--- src/hw/rtl/smpscl_pkg.sv ---
`timescale 1ns / 1ps

package smpscl_pkg;

	typedef enum logic [1:0] {
		OP_UPDATE    = 2'd0,
		OP_POWER_ON  = 2'd1,
		OP_POWER_OFF = 2'd2
	} op_t;

	typedef enum logic [1:0] {
		REG_CURRENT_SETPOINT = 2'd0,
		REG_VOLTAGE_SETPOINT = 2'd1,
		REG_DRIVE_LIMIT      = 2'd2,
		REG_TRIP_LEVEL       = 2'd3
	} reg_idx_t;

	localparam int unsigned CFG_W   = 16;
	localparam int unsigned DRIVE_W = 16;
	localparam int unsigned STEP_W  = 8;
	localparam int unsigned ERR_SHIFT = 6;
	localparam int unsigned GAP_SHIFT = 8;

	localparam logic [CFG_W-1:0] TRIP_LEVEL_RST = 16'hFFFF;

	typedef struct packed {
		op_t         operation;
		logic [15:0] voltage_sample;
		logic [15:0] current_sample;
		logic [15:0] start_drive;
	} item_t;

	typedef struct packed {
		logic [15:0] drive;
		logic        enabled;
		logic        tripped;
	} result_t;

	typedef struct packed {
		logic [CFG_W-1:0] current_setpoint;
		logic [CFG_W-1:0] voltage_setpoint;
		logic [CFG_W-1:0] drive_limit;
		logic [CFG_W-1:0] trip_level;
	} cfg_t;

	typedef struct packed {
		logic [DRIVE_W-1:0] drive_value;
		logic [STEP_W-1:0]  soft_step;
		logic               running;
	} state_t;

endpackage

--- src/hw/rtl/smpscl_if.sv ---
`timescale 1ns / 1ps

interface smpscl_item_if;
	import smpscl_pkg::*;

	logic  valid;
	logic  ready;
	item_t payload;

	modport source (output valid, output payload, input ready);
	modport sink (input valid, input payload, output ready);
endinterface

interface smpscl_result_if;
	import smpscl_pkg::*;

	logic    valid;
	logic    ready;
	result_t payload;

	modport source (output valid, output payload, input ready);
	modport sink (input valid, input payload, output ready);
endinterface

--- src/hw/rtl/smpscl_core.sv ---
`timescale 1ns / 1ps

module smpscl_core (
	input  smpscl_pkg::item_t  item,
	input  smpscl_pkg::cfg_t   cfg,
	input  smpscl_pkg::state_t cur_state,
	output smpscl_pkg::state_t next_state,
	output logic               tripped
);
	import smpscl_pkg::*;

	logic signed [16:0] err;
	logic signed [16:0] err_adj;
	logic signed [10:0] quot;
	logic signed [11:0] delta;
	logic signed [18:0] acc;
	logic [STEP_W-1:0]  step_n;
	logic               add_step;
	logic               integ;
	logic [15:0]        gap;

	always_comb begin
		err     = $signed({1'b0, cfg.current_setpoint}) - $signed({1'b0, item.current_sample});
		// round toward zero on negative error
		err_adj = err[16] ? err + 17'sd63 : err;
		quot    = err_adj[16:ERR_SHIFT];
		delta   = quot[10] ? {quot[10], quot} - 12'sd1 : {quot[10], quot} + 12'sd1;

		add_step = 1'b0;
		step_n   = cur_state.soft_step;
		if (cfg.voltage_setpoint != '0) begin
			if ((item.voltage_sample < cfg.voltage_setpoint) && !err[16] && (err != '0))
				add_step = 1'b1;
			else
				step_n = '0;
		end
		integ = (step_n == '0);

		acc = $signed({3'b000, cur_state.drive_value});
		if (add_step)
			acc = acc + $signed({10'd0, cur_state.soft_step, 1'b0});
		if (integ)
			acc = acc + {{7{delta[11]}}, delta};

		gap = cfg.voltage_setpoint - item.voltage_sample;

		next_state = cur_state;
		tripped    = 1'b0;
		case (item.operation)
			OP_UPDATE: begin
				if (cur_state.running) begin
					if (item.voltage_sample >= cfg.trip_level) begin
						next_state.running = 1'b0;
						tripped            = 1'b1;
					end else begin
						next_state.soft_step = step_n;
						if (acc[18])
							next_state.drive_value = '0;
						else if (acc[17:0] > {2'b00, cfg.drive_limit})
							next_state.drive_value = cfg.drive_limit;
						else
							next_state.drive_value = acc[15:0];
					end
				end
			end
			OP_POWER_ON: begin
				if (cfg.voltage_setpoint > item.voltage_sample) begin
					next_state.soft_step   = gap[15:GAP_SHIFT];
					next_state.drive_value = item.start_drive;
				end else begin
					next_state.soft_step   = '0;
					next_state.drive_value = cfg.drive_limit;
				end
				next_state.running = 1'b1;
			end
			OP_POWER_OFF: begin
				next_state.running = 1'b0;
			end
			default: begin
				next_state = cur_state;
			end
		endcase
	end

endmodule

--- src/hw/rtl/smps_current_loop_soft_start.sv ---
`timescale 1ns / 1ps

// channel  dir  handshake      beat
// sample   in   valid/ready    operation, voltage_sample, current_sample, start_drive
// result   out  valid/ready    drive, enabled, tripped
// cfg      in   cfg_we         cfg_index, cfg_data
//
// A beat is registered into item_s1; its result then loads into res_s2 on advance.
// One beat per cycle unless result stalls; loop state and result load in the same cycle.
// Reset clears loop state, both stage valids and config, but sets trip level to all ones.
// A stalled result holds the input stage; sample.ready drops only then.

module smps_current_loop_soft_start (
	input  logic                        clk,
	input  logic                        arst_n,
	smpscl_item_if.sink                 sample,
	smpscl_result_if.source             result,
	input  logic                        cfg_we,
	input  smpscl_pkg::reg_idx_t        cfg_index,
	input  logic [smpscl_pkg::CFG_W-1:0] cfg_data
);
	import smpscl_pkg::*;

	cfg_t    cfg_q;
	state_t  state_q;
	state_t  state_n;
	logic    tripped_n;
	item_t   item_s1;
	logic    valid_s1;
	result_t res_s2;
	logic    valid_s2;
	logic    advance;

	assign advance      = valid_s1 && (!valid_s2 || result.ready);
	assign sample.ready = !valid_s1 || advance;

	assign result.valid   = valid_s2;
	assign result.payload = res_s2;

	smpscl_core u_core (
		.item       (item_s1),
		.cfg        (cfg_q),
		.cur_state  (state_q),
		.next_state (state_n),
		.tripped    (tripped_n)
	);

	always_ff @(posedge clk or negedge arst_n) begin
		if (!arst_n) begin
			cfg_q.current_setpoint <= '0;
			cfg_q.voltage_setpoint <= '0;
			cfg_q.drive_limit      <= '0;
			cfg_q.trip_level       <= TRIP_LEVEL_RST;
		end else if (cfg_we) begin
			unique case (cfg_index)
				REG_CURRENT_SETPOINT: cfg_q.current_setpoint <= cfg_data;
				REG_VOLTAGE_SETPOINT: cfg_q.voltage_setpoint <= cfg_data;
				REG_DRIVE_LIMIT:      cfg_q.drive_limit      <= cfg_data;
				REG_TRIP_LEVEL:       cfg_q.trip_level       <= cfg_data;
				default: ;
			endcase
		end
	end

	always_ff @(posedge clk or negedge arst_n) begin
		if (!arst_n) begin
			valid_s1 <= 1'b0;
			valid_s2 <= 1'b0;
			state_q  <= '0;
		end else begin
			if (sample.ready)
				valid_s1 <= sample.valid;
			if (advance) begin
				valid_s2 <= 1'b1;
				state_q  <= state_n;
			end else if (result.ready) begin
				valid_s2 <= 1'b0;
			end
		end
	end

	always_ff @(posedge clk) begin
		if (sample.ready && sample.valid)
			item_s1 <= sample.payload;
		if (advance) begin
			res_s2.drive   <= state_n.drive_value;
			res_s2.enabled <= state_n.running;
			res_s2.tripped <= tripped_n;
		end
	end

endmodule

--- src/flat_wrapper.sv ---
// flat-port wrapper written by rule: the top's interface ports become plain ports
module smps_current_loop_soft_start_flat import smpscl_pkg::*;
  (clk, arst_n, cfg_we, cfg_index, cfg_data, sample_valid, sample_payload, sample_ready, result_valid, result_payload, result_ready);
  smpscl_item_if sample_i ();
  smpscl_result_if result_i ();
  input  logic clk;
  input  logic arst_n;
  input  logic cfg_we;
  input  smpscl_pkg::reg_idx_t cfg_index;
  input  logic [smpscl_pkg::CFG_W-1:0] cfg_data;
  input wire logic [$bits(sample_i.valid)-1:0] sample_valid;
  input wire logic [$bits(sample_i.payload)-1:0] sample_payload;
  output wire logic [$bits(sample_i.ready)-1:0] sample_ready;
  output wire logic [$bits(result_i.valid)-1:0] result_valid;
  output wire logic [$bits(result_i.payload)-1:0] result_payload;
  input wire logic [$bits(result_i.ready)-1:0] result_ready;
  assign sample_i.valid = sample_valid;
  assign sample_i.payload = sample_payload;
  assign sample_ready = sample_i.ready;
  assign result_valid = result_i.valid;
  assign result_payload = result_i.payload;
  assign result_i.ready = result_ready;
  smps_current_loop_soft_start u_core (.clk(clk), .arst_n(arst_n), .sample(sample_i), .result(result_i), .cfg_we(cfg_we), .cfg_index(cfg_index), .cfg_data(cfg_data));
endmodule
--- config.mk ---
export PLATFORM = sky130hd
export DESIGN_NAME = smps_current_loop_soft_start_flat
export DESIGN_NICKNAME = d
export VERILOG_FILES = /design/src/hw/rtl/smpscl_pkg.sv /design/src/hw/rtl/smpscl_if.sv /design/src/hw/rtl/smpscl_core.sv /design/src/hw/rtl/smps_current_loop_soft_start.sv /design/src/flat_wrapper.sv
export SDC_FILE = /design/constraint.sdc
export NUM_CORES = 1
export LEC_CHECK = 0
export ABC_AREA = 1
export BUFFER_PORTS_ARGS = -buffer_cell sky130_fd_sc_hd__buf_4
export CORE_MARGIN = 2
export CORE_UTILIZATION = 30
export DETAILED_ROUTE_END_ITERATION = 10
export PLACE_DENSITY_LB_ADDON = 0.05
export REMOVE_ABC_BUFFERS = 1
export SYNTH_ARGS = -nofsm -noshare
export SYNTH_HDL_FRONTEND = slang
export SYNTH_SLANG_ARGS = --single-unit
--- constraint.sdc ---
create_clock -name clk -period 7.9 [get_ports clk]
set_input_delay 0 -clock clk [delete_from_list [all_inputs] [get_ports clk]]
set_output_delay 0 -clock clk [all_outputs]
set_load 0.1 [all_outputs]
After elaboration in Yosys (flattened, before gate mapping):

Cells that the tools add are included.

* bits of input ports: 73
* output and inout bits: 20
* word-level logic and storage cells: 75
* bits in registers: 159

* reduce and logical (&&, ||, !) cells: 22
* $add $sub $neg: 7
* equal/unequal tests: 7
* $lt $le $gt $ge: 4
* mux-type cells: 19

Operators with widths (count)
* $mux 24: 2
* $pmux 24 s2: 1
* $mux 17: 2
* $mux 16: 2
* $mux 25: 1
* $add 19x19->19: 1
* $mux 19: 1
* $gt 18x16->1: 1
* $add 16x9->17: 1
* $add 17x7->17 const B: 1
* $reduce_bool 17->1: 1
* $sub 16x16->17: 1
* $ge 16x16->1: 1
* $gt 16x16->1: 1
* $lt 16x16->1: 1
* $mux 8: 2
* $reduce_bool 16->1: 1
* $sub 16x16->16: 1
* $add 11x2->12 const B: 1
* $mux 12: 1
* $sub 11x2->12 const B: 1
* $reduce_and 2->1: 5
* $logic_not 8->1: 1
* $eq 2x2->1 const B: 3
* other kinds (11): 25

Depth between registers and ports, before layout:

Gate-level depths: netlist of run 1.

* depth after elaboration: 15
* mapped depth: 55
* gate-level depth less buffers: 53

Hierarchy:

Synthesis of run 1 repeated with hierarchy kept, for this count alone.

* cell total of the unflattened synthesis: 1652
* area total of the unflattened synthesis: 12109.1 um^2

By module, submodules not included
* smpscl_core: instances 1, area each 6262.3 um^2, sequential area each 0.0 um^2, cells each 1184
* smps_current_loop_soft_start: instances 1, area each 5846.9 um^2, sequential area each 4339.2 um^2, cells each 468

Least setup slack after synthesis of run 1:

No wires, ideal clock.

* path type: register to register
* start: register u_core.item_s1[16] (netlist name)
* end: register u_core.res_s2, in the netlist u_core.result.payload[11] (data pin)
* setup slack: 0.934 ns
* path buffers: 1
* clock period less this slack: 6.966 ns
* cell stages (with the launch flop): 46
* arrival: 6.707 ns
* data required time: 7.640 ns
* setup time: 0.260 ns
* cells stage by stage: edfxtp_1 > ha_1 > fa_1 > inv_1 > nand3_1 > nand2_1 > nand3_1 > nand4_1 > nand2_1 > nor3_1 > nand3_1 > nand2_1 > inv_1 > ha_1 > inv_1 > o31ai_1 > a21o_1 > a21oi_1 > (+10 left out) > xor2_1 > nand3_1 > nand2_1 > inv_1 > ha_1 > nand2_1 > inv_1 > a221oi_1 > o31ai_1 > nand2_1 > inv_1 > a21oi_4 > buf_6 > nand3_1 > nand3_1 > nand2_1 > nand2_1 > nand2_1

RTL lines
* start: declaration: line smps_current_loop_soft_start.sv:28 `item_t item_s1;`
* start signal: assignment: line smps_current_loop_soft_start.sv:84 `item_s1 <= sample.payload;`
* end: declaration: line smps_current_loop_soft_start.sv:30 `result_t res_s2;`

==> results of run 1 <==
-- metrics by stage --
| step | setup slack (ps) | area (um^2) |
|---|---|---|
| final | 650 | 14100 |
| after floorplan | 911 | 11200 |
| after detailed placement | 211 | 12700 |
| after global routing | -14.6 | 14100 |
| after global placement | 313 | 12700 |
| after CTS | 182 | 14000 |
-- registers in the layout, indices dropped and copies added (netlist names) --
register,count
u_core.cfg_q,64
u_core.item_s1,50
u_core.state_q,25
u_core.result.payload,18
u_core.result.valid,1
u_core.valid_s1,1
-- synthesized netlist by cell type (all sizes together) --
cell type	count
a21boi	3
o211ai	2
o2111ai	1
nor4	4
o32ai	2
dfrtp	75
a21o	2
a21oi	101
edfxtp	68
o311ai	1
or4	2
a211oi	3
nand4	12
fa	4
nand2	466
nor2	69
and2	2
o21a	6
nor3	10
nand3b	10
ha	99
clkinv	1
xnor2	18
xor2	24
or2	6
buf	11
o21bai	1
nand3	95
inv	243
a31oi	12
o31ai	4
o21ai	117
clkbuf	27
o41ai	2
dfstp	16
a221oi	1
-- final timing paths --
check                                  start                 end  slack, ps
max reg2reg                 u_core.cfg_q[51]  u_core.state_q[14]        650
min                                   arst_n  u_core.state_q[24]          6
max in group asynchronous             arst_n    u_core.cfg_q[37]       6640
max                         u_core.cfg_q[51]  u_core.state_q[14]        650
min in group clk           sample_payload[2]   u_core.item_s1[2]        260
min reg2reg                 u_core.cfg_q[31]    u_core.cfg_q[31]        490
-- logic make-up (layout without fill, tap and decap cells) --
family          after synthesis  count (layout)
simple gates                676             676
fa+ha+maj                   103             103
buf+inv                     282             457
xor+xnor                     42              42
compound gates              258             258
flops                       159             159
-- power breakdown --
group	internal, mW	total (mW)	switching, mW
sequential	1.05	1.23	0.178
combinational	1.49	3.96	2.47
clock	0.468	0.848	0.380
-- metal layers --
layer | vias to the layer above | share of wire | global-route usage
met3 | 23 | 0.028 | 0.0305
met5 | - | 0 | 0
li1 | 5275 | - | -
met4 | 0 | 0.010 | 0.0401
met1 | 4585 | 0.47 | 0.236
met2 | 148 | 0.49 | 0.319
-- placed cells by master, fill, tap and decap left out, drive strengths merged, types with 12 or more instances in the layout --
cell type / netlist / final
a21oi: 101 / 101
a31oi: 12 / 12
buf: 11 / 110
clkbuf: 27 / 20
dfrtp: 75 / 75
dfstp: 16 / 16
dlygate4sd3: 0 / 71
edfxtp: 68 / 68
ha: 99 / 99
inv: 243 / 251
nand2: 466 / 466
nand3: 95 / 95
nand4: 12 / 12
nor2: 69 / 69
o21ai: 117 / 117
xnor2: 18 / 18
xor2: 24 / 24
-- layout make-up --
cell class                      count  area, um^2  area share
Multi-Input combinational cell   1079        6050       0.430
Sequential cell                   159        4340       0.308
Timing Repair Buffer              181        1550       0.110
Inverter                          244         916      0.0651
Tap cell                          511         639      0.0454
Clock buffer                       20         468      0.0332
Clock inverter                     12         118     0.00835
-- repair_timing --
action,4_1_cts,5_1_grt
endpoints found under the setup margin,0,32
resized for setup,0,27
hold endpoints to repair,135,0
buffers inserted,0,3
hold buffers,71,0
==> results.md, run 1 <==
* Critical path's top delay family: simple AND/OR/NAND/NOR gates
* Highest cell delay on the worst timing path at 400 ps
* Max-slew violations at 0
* # fillers at 4053
* Initial Util at 0.304
* Die width at 199 um
* Synth Area in Compound Gates at 0.126
* Detailed-route wire length at 34.7 mm
* Clk_lat worst skew at 460 ps
* FP Rows at 71
* First-pass GRT wire length at 54.4 mm
* Tot GR Track Use at 0.183
* DRT Pass-1 Iters at 6
* Syn avg cell area at 7.49 um^2
* Largest net degree at the start of global routing at 67
* Initial DRC Count at 512
* Setup violations, final at 0
* Vias in the first global route at 9783
* Critical Path RT at 8290 ps
* Final worst path period share at 0.918
* Final Non-Filler Cells at 2206
* Synth Area in Adders at 0.116
* Power per Cell Area at 429 mW/mm^2
* Critical path type: flip-flop to flip-flop
* Hold WS at 5.66 ps
* Die Y at 199 um
* Status: finished, final reports clean
* Sequential share of the synthesized area at 0.381
* Power Total at 6.04 mW
* Actual slew at the worst max-slew pin at 1110 ps
* Top cell type's share of synthesized area at 0.179
* Mux cell area share after synthesis at 0
* Die area at 0.0395 mm^2
* Cell variety after synth at 48
* Max VDD drop at 0.206 mV
* Post-route DRC at 0
* Layout Area Growth over Synthesis at 23.6%
* Worst-path fanout max at 12
* Post-Synth XOR/XNOR Area at 0.0323
* Layout Skew at 15.0 ps
* CTS Sinks at 159
* Via density at 4.55
* Syn. warnings at 0
* CTS H-tree lvls at 4
* Initial antenna violation count at 0
* Crit start category: flip-flop
* Final count of hold timing violations at 0
* Synth Area in Simple Gates at 0.249
* Ports at 93
* Placed Cells at 2100
* Antenna Nets Post-Route at 0
* Congestion Overflow GR at 0
* Synth Cell Area at 0.0114 mm^2
* Pleak at 7.05 nW
* Fmax at 138 MHz
* DR vias at 10000
* Slowest-stage cell, CP: dfrtp_1
* Core Footprint at 0.0375 mm^2
* Port bufs at 92
* Number of max-cap violations at 0
* Final HPWL DP at 26.3 mm
* Setup TNS at 0 ps
* Final worst path period need at 7250 ps
* Drt wl/cell at 15.7 um
* Post-synth top area cell: edfxtp_1
* TritonCTS buffer count at 17
* Clock Path Buffers at 2
* Final net count at 1858
* CTS root buffer: clkbuf_16
* Share of cells above drive strength 1 at 0.119
* Crit path top cell by count: nand2_1
* Final Wtd Congestion at 0.882
* Slew Limit Headroom at 0.258
* # diodes at 0
* Final Util at 0.376
* Synthesized flop and latch total at 159
* Worst min path class: input port to async pin
* Data arrival time of the worst path at 7640 ps
* CP Capture Type: flip-flop
* CTS tree: yes
* Critical Path Stages at 49
* Gate Count Post-Synth at 1520
* Largest family of logic cells by synthesized area: simple AND/OR/NAND/NOR gates
* Synth area leaders: edfxtp_1, dfrtp_1, nand2_1
* Crit path buffers/inverters at 6
* CTS clock-pin slew for the worst setup and hold paths at 80 ps
* R2R cell count at 49
(Power assumes the default switching activity.)
==> run 2, diff against run 1 <==
Clock period 7.9 ns to 8.4 ns, I/O delays scaled along.
==> run 2 against run 1 <==
Sequential cell count unchanged. Worst hold slack better by 21 ps. Non-clock buffer count down 6. Largest cell class unchanged.
==> results.md, run 2 (synthesized netlist as in run 1, its figures left out) <==
* # diodes at 0 (unchanged)
* Slew Limit Headroom at 0.275 (was 0.258)
* Initial antenna violation count at 0 (unchanged)
* TritonCTS buffer count at 17 (unchanged)
* Critical path type: flip-flop to flip-flop (unchanged)
* Die area at 0.0395 mm^2 (unchanged)
* RSZ-0062 raised after global routing: no
* FP Rows at 71 (unchanged)
* Actual slew at the worst max-slew pin at 1080 ps (was 1110 ps)
* Slowest-stage cell, CP: fa_1 (was dfrtp_1)
* GR peak layer: met2 (unchanged)
* Core Footprint at 0.0375 mm^2 (unchanged)
* Final net count at 1852 (was 1858)
* DRT Pass-1 Iters at 5 (was 6)
* Fmax at 132 MHz (was 138 MHz)
* Congestion Overflow GR at 0 (unchanged)
* Setup TNS at 0 ps (unchanged)
* First-pass GRT wire length at 53.8 mm (was 54.4 mm)
* Setup violations, final at 0 (unchanged)
* M2 GR Usage at 0.318 (was 0.319)
* Final worst path period share at 0.905 (was 0.918)
* Ports at 93 (unchanged)
* Die width at 199 um (unchanged)
* Status: finished, final reports clean (unchanged)
* Crit path top cell by count: nand2_1 (unchanged)
* Final Wtd Congestion at 0.873 (was 0.882)
* Port bufs at 92 (unchanged)
* Clk_lat worst skew at 450 ps (was 460 ps)
* Antenna Nets Post-Route at 0 (unchanged)
* Share of cells above drive strength 1 at 0.108 (was 0.119)
* Via density at 4.50 (was 4.55)
* Final HPWL DP at 26.4 mm (was 26.3 mm)
* Data arrival time of the worst path at 7790 ps (was 7640 ps)
* Number of max-cap violations at 0 (unchanged)
* Placed Cells at 2096 (was 2100)
* CTS root buffer: clkbuf_16 (unchanged)
* Tot GR Track Use at 0.182 (was 0.183)
* Final worst path period need at 7600 ps (was 7250 ps)
* Power per Cell Area at 398 mW/mm^2 (was 429 mW/mm^2)
* DR vias at 9908 (was 10000)
* Met1 GRT Util at 0.232 (was 0.236)
* Initial DRC Count at 429 (was 512)
* Crit start category: flip-flop (unchanged)
* Worst min path class: input port to async pin (unchanged)
* Max VDD drop at 0.163 mV (was 0.206 mV)
* Die Y at 199 um (unchanged)
* CP Capture Type: flip-flop (unchanged)
* Layout Skew at 12.1 ps (was 15.0 ps)
* CTS tree: yes (unchanged)
* Critical Path RT at 8590 ps (was 8290 ps)
* Highest cell delay on the worst timing path at 500 ps (was 400 ps)
* R2R cell count at 47 (was 49)
* Commonest non-fill, non-tap cell in the layout: nand2_1 (unchanged)
* Vias in the first global route at 9725 (was 9783)
* # fillers at 4101 (was 4053)
* Layout Area Growth over Synthesis at 23.1% (was 23.6%)
* Detailed-route wire length at 34.5 mm (was 34.7 mm)
* Initial Util at 0.304 (unchanged)
* CTS Sinks at 159 (unchanged)
* Worst-path fanout max at 12 (unchanged)
* Max FFs per register at 64 (unchanged)
* Largest net degree at the start of global routing at 65 (was 67)
* Final Non-Filler Cells at 2200 (was 2206)
* Post-route DRC at 0 (unchanged)
* Clock Path Buffers at 2 (unchanged)
* Biggest regs: u_core.cfg_q (64), u_core.item_s1 (50), u_core.state_q (25) (unchanged)
* Max-slew violations at 0 (unchanged)
* M3 GR Usage at 0.0297 (was 0.0305)
* CTS H-tree lvls at 4 (unchanged)
* Drt wl/cell at 15.7 um (about the same)
* Final count of hold timing violations at 0 (unchanged)
* Reg with most FFs: u_core.cfg_q (unchanged)
* Pleak at 7.04 nW (was 7.05 nW)
* CTS clock-pin slew for the worst setup and hold paths at 60 ps (was 80 ps)
* Most frequent cells in the layout: nand2_1, inv_1, o21ai_0 (unchanged)
-- run 2: cell count changes in the layout (fill, tap and decap cells not counted), moves of 2 or more --
cell,previous run,this run
a21boi_0,1,3
a21boi_1,2,0
a21oi_1,95,99
a21oi_2,5,1
buf_4,109,103
clkbuf_16,18,20
clkbuf_8,1,5
ha_1,97,99
ha_2,2,0
inv_4,3,0
inv_6,4,2
o21ai_0,113,115
-- run 2: routing by layer --
layer | routed length, um | vias up
li1 | - | 5271
met1 | 16400 | 4472
met2 | 16800 | 143
met3 | 834 | 22
met4 | 392 | 0
met5 | 0 | -
-- run 2: path summary, 6_finish.rpt --
path	from	endpoint	slack, ps
worst max-delay path	u_core.cfg_q[48]	u_core.result.payload[11]	800
worst min-delay path	arst_n	u_core.state_q[23]	30
worst max register to register	u_core.cfg_q[48]	u_core.result.payload[11]	800
worst min register to register	u_core.cfg_q[6]	u_core.cfg_q[6]	490
max in group asynchronous	arst_n	u_core.cfg_q[47]	7150
min in group clk	sample_payload[2]	u_core.item_s1[2]	260
-- run 2: worst max-delay path: cells and delay by family (launching register included) --
kind                       cells  cell delay, ps
and+or+nand+nor               23            2270
AOI/OAI and AO/OA             10            2010
adders and majority gates      5            1760
buffers and inverters          7             570
xor gates and xnor gates       2             380
DFF                            1             350
-- run 2: timing repair --
action	in CTS	in global routing
hold buffers	71	0
endpoints found under the hold margin	140	0
gates resized for setup	0	9
setup endpoints to repair	0	32
setup buffers	0	1
-- run 2: layout make-up --
class / instances / area, um^2 / area share
clock buffer: 26 / 573 / 0.0409
timing repair buffer: 175 / 1500 / 0.107
tap: 511 / 639 / 0.0456
multi-input combinational: 1079 / 6000 / 0.428
clock inverter: 6 / 53.8 / 0.00384
sequential: 159 / 4340 / 0.309
inverter: 244 / 916 / 0.0653
-- run 2: stage by stage --
| stage | setup slack (ps) | hold slack [ps] | cell area, um^2 | total power, mW | utilization |
|---|---|---|---|---|---|
| 3_5_place_dp | 500 | -13.4 | 12600 | 4.76 | 0.337 |
| 5_1_grt | 16.9 | 73.8 | 14000 | 6.18 | 0.374 |
| 2_1_floorplan | 1410 | -296 | 11200 | 3.74 | - |
| 4_1_cts | 442 | 42.6 | 14000 | 5.64 | 0.373 |
| 3_3_place_gp | 457 | -22.1 | 12600 | 4.78 | 0.337 |
| 6_report | 799 | 26.6 | 14000 | 5.58 | 0.374 |
-- run 2: where the power goes --
group	internal, mW	total (mW)	switching, mW
Combinational	1.34	3.60	2.26
Sequential	0.989	1.16	0.169
Clock	0.477	0.818	0.340
Total	2.80	5.58	2.77
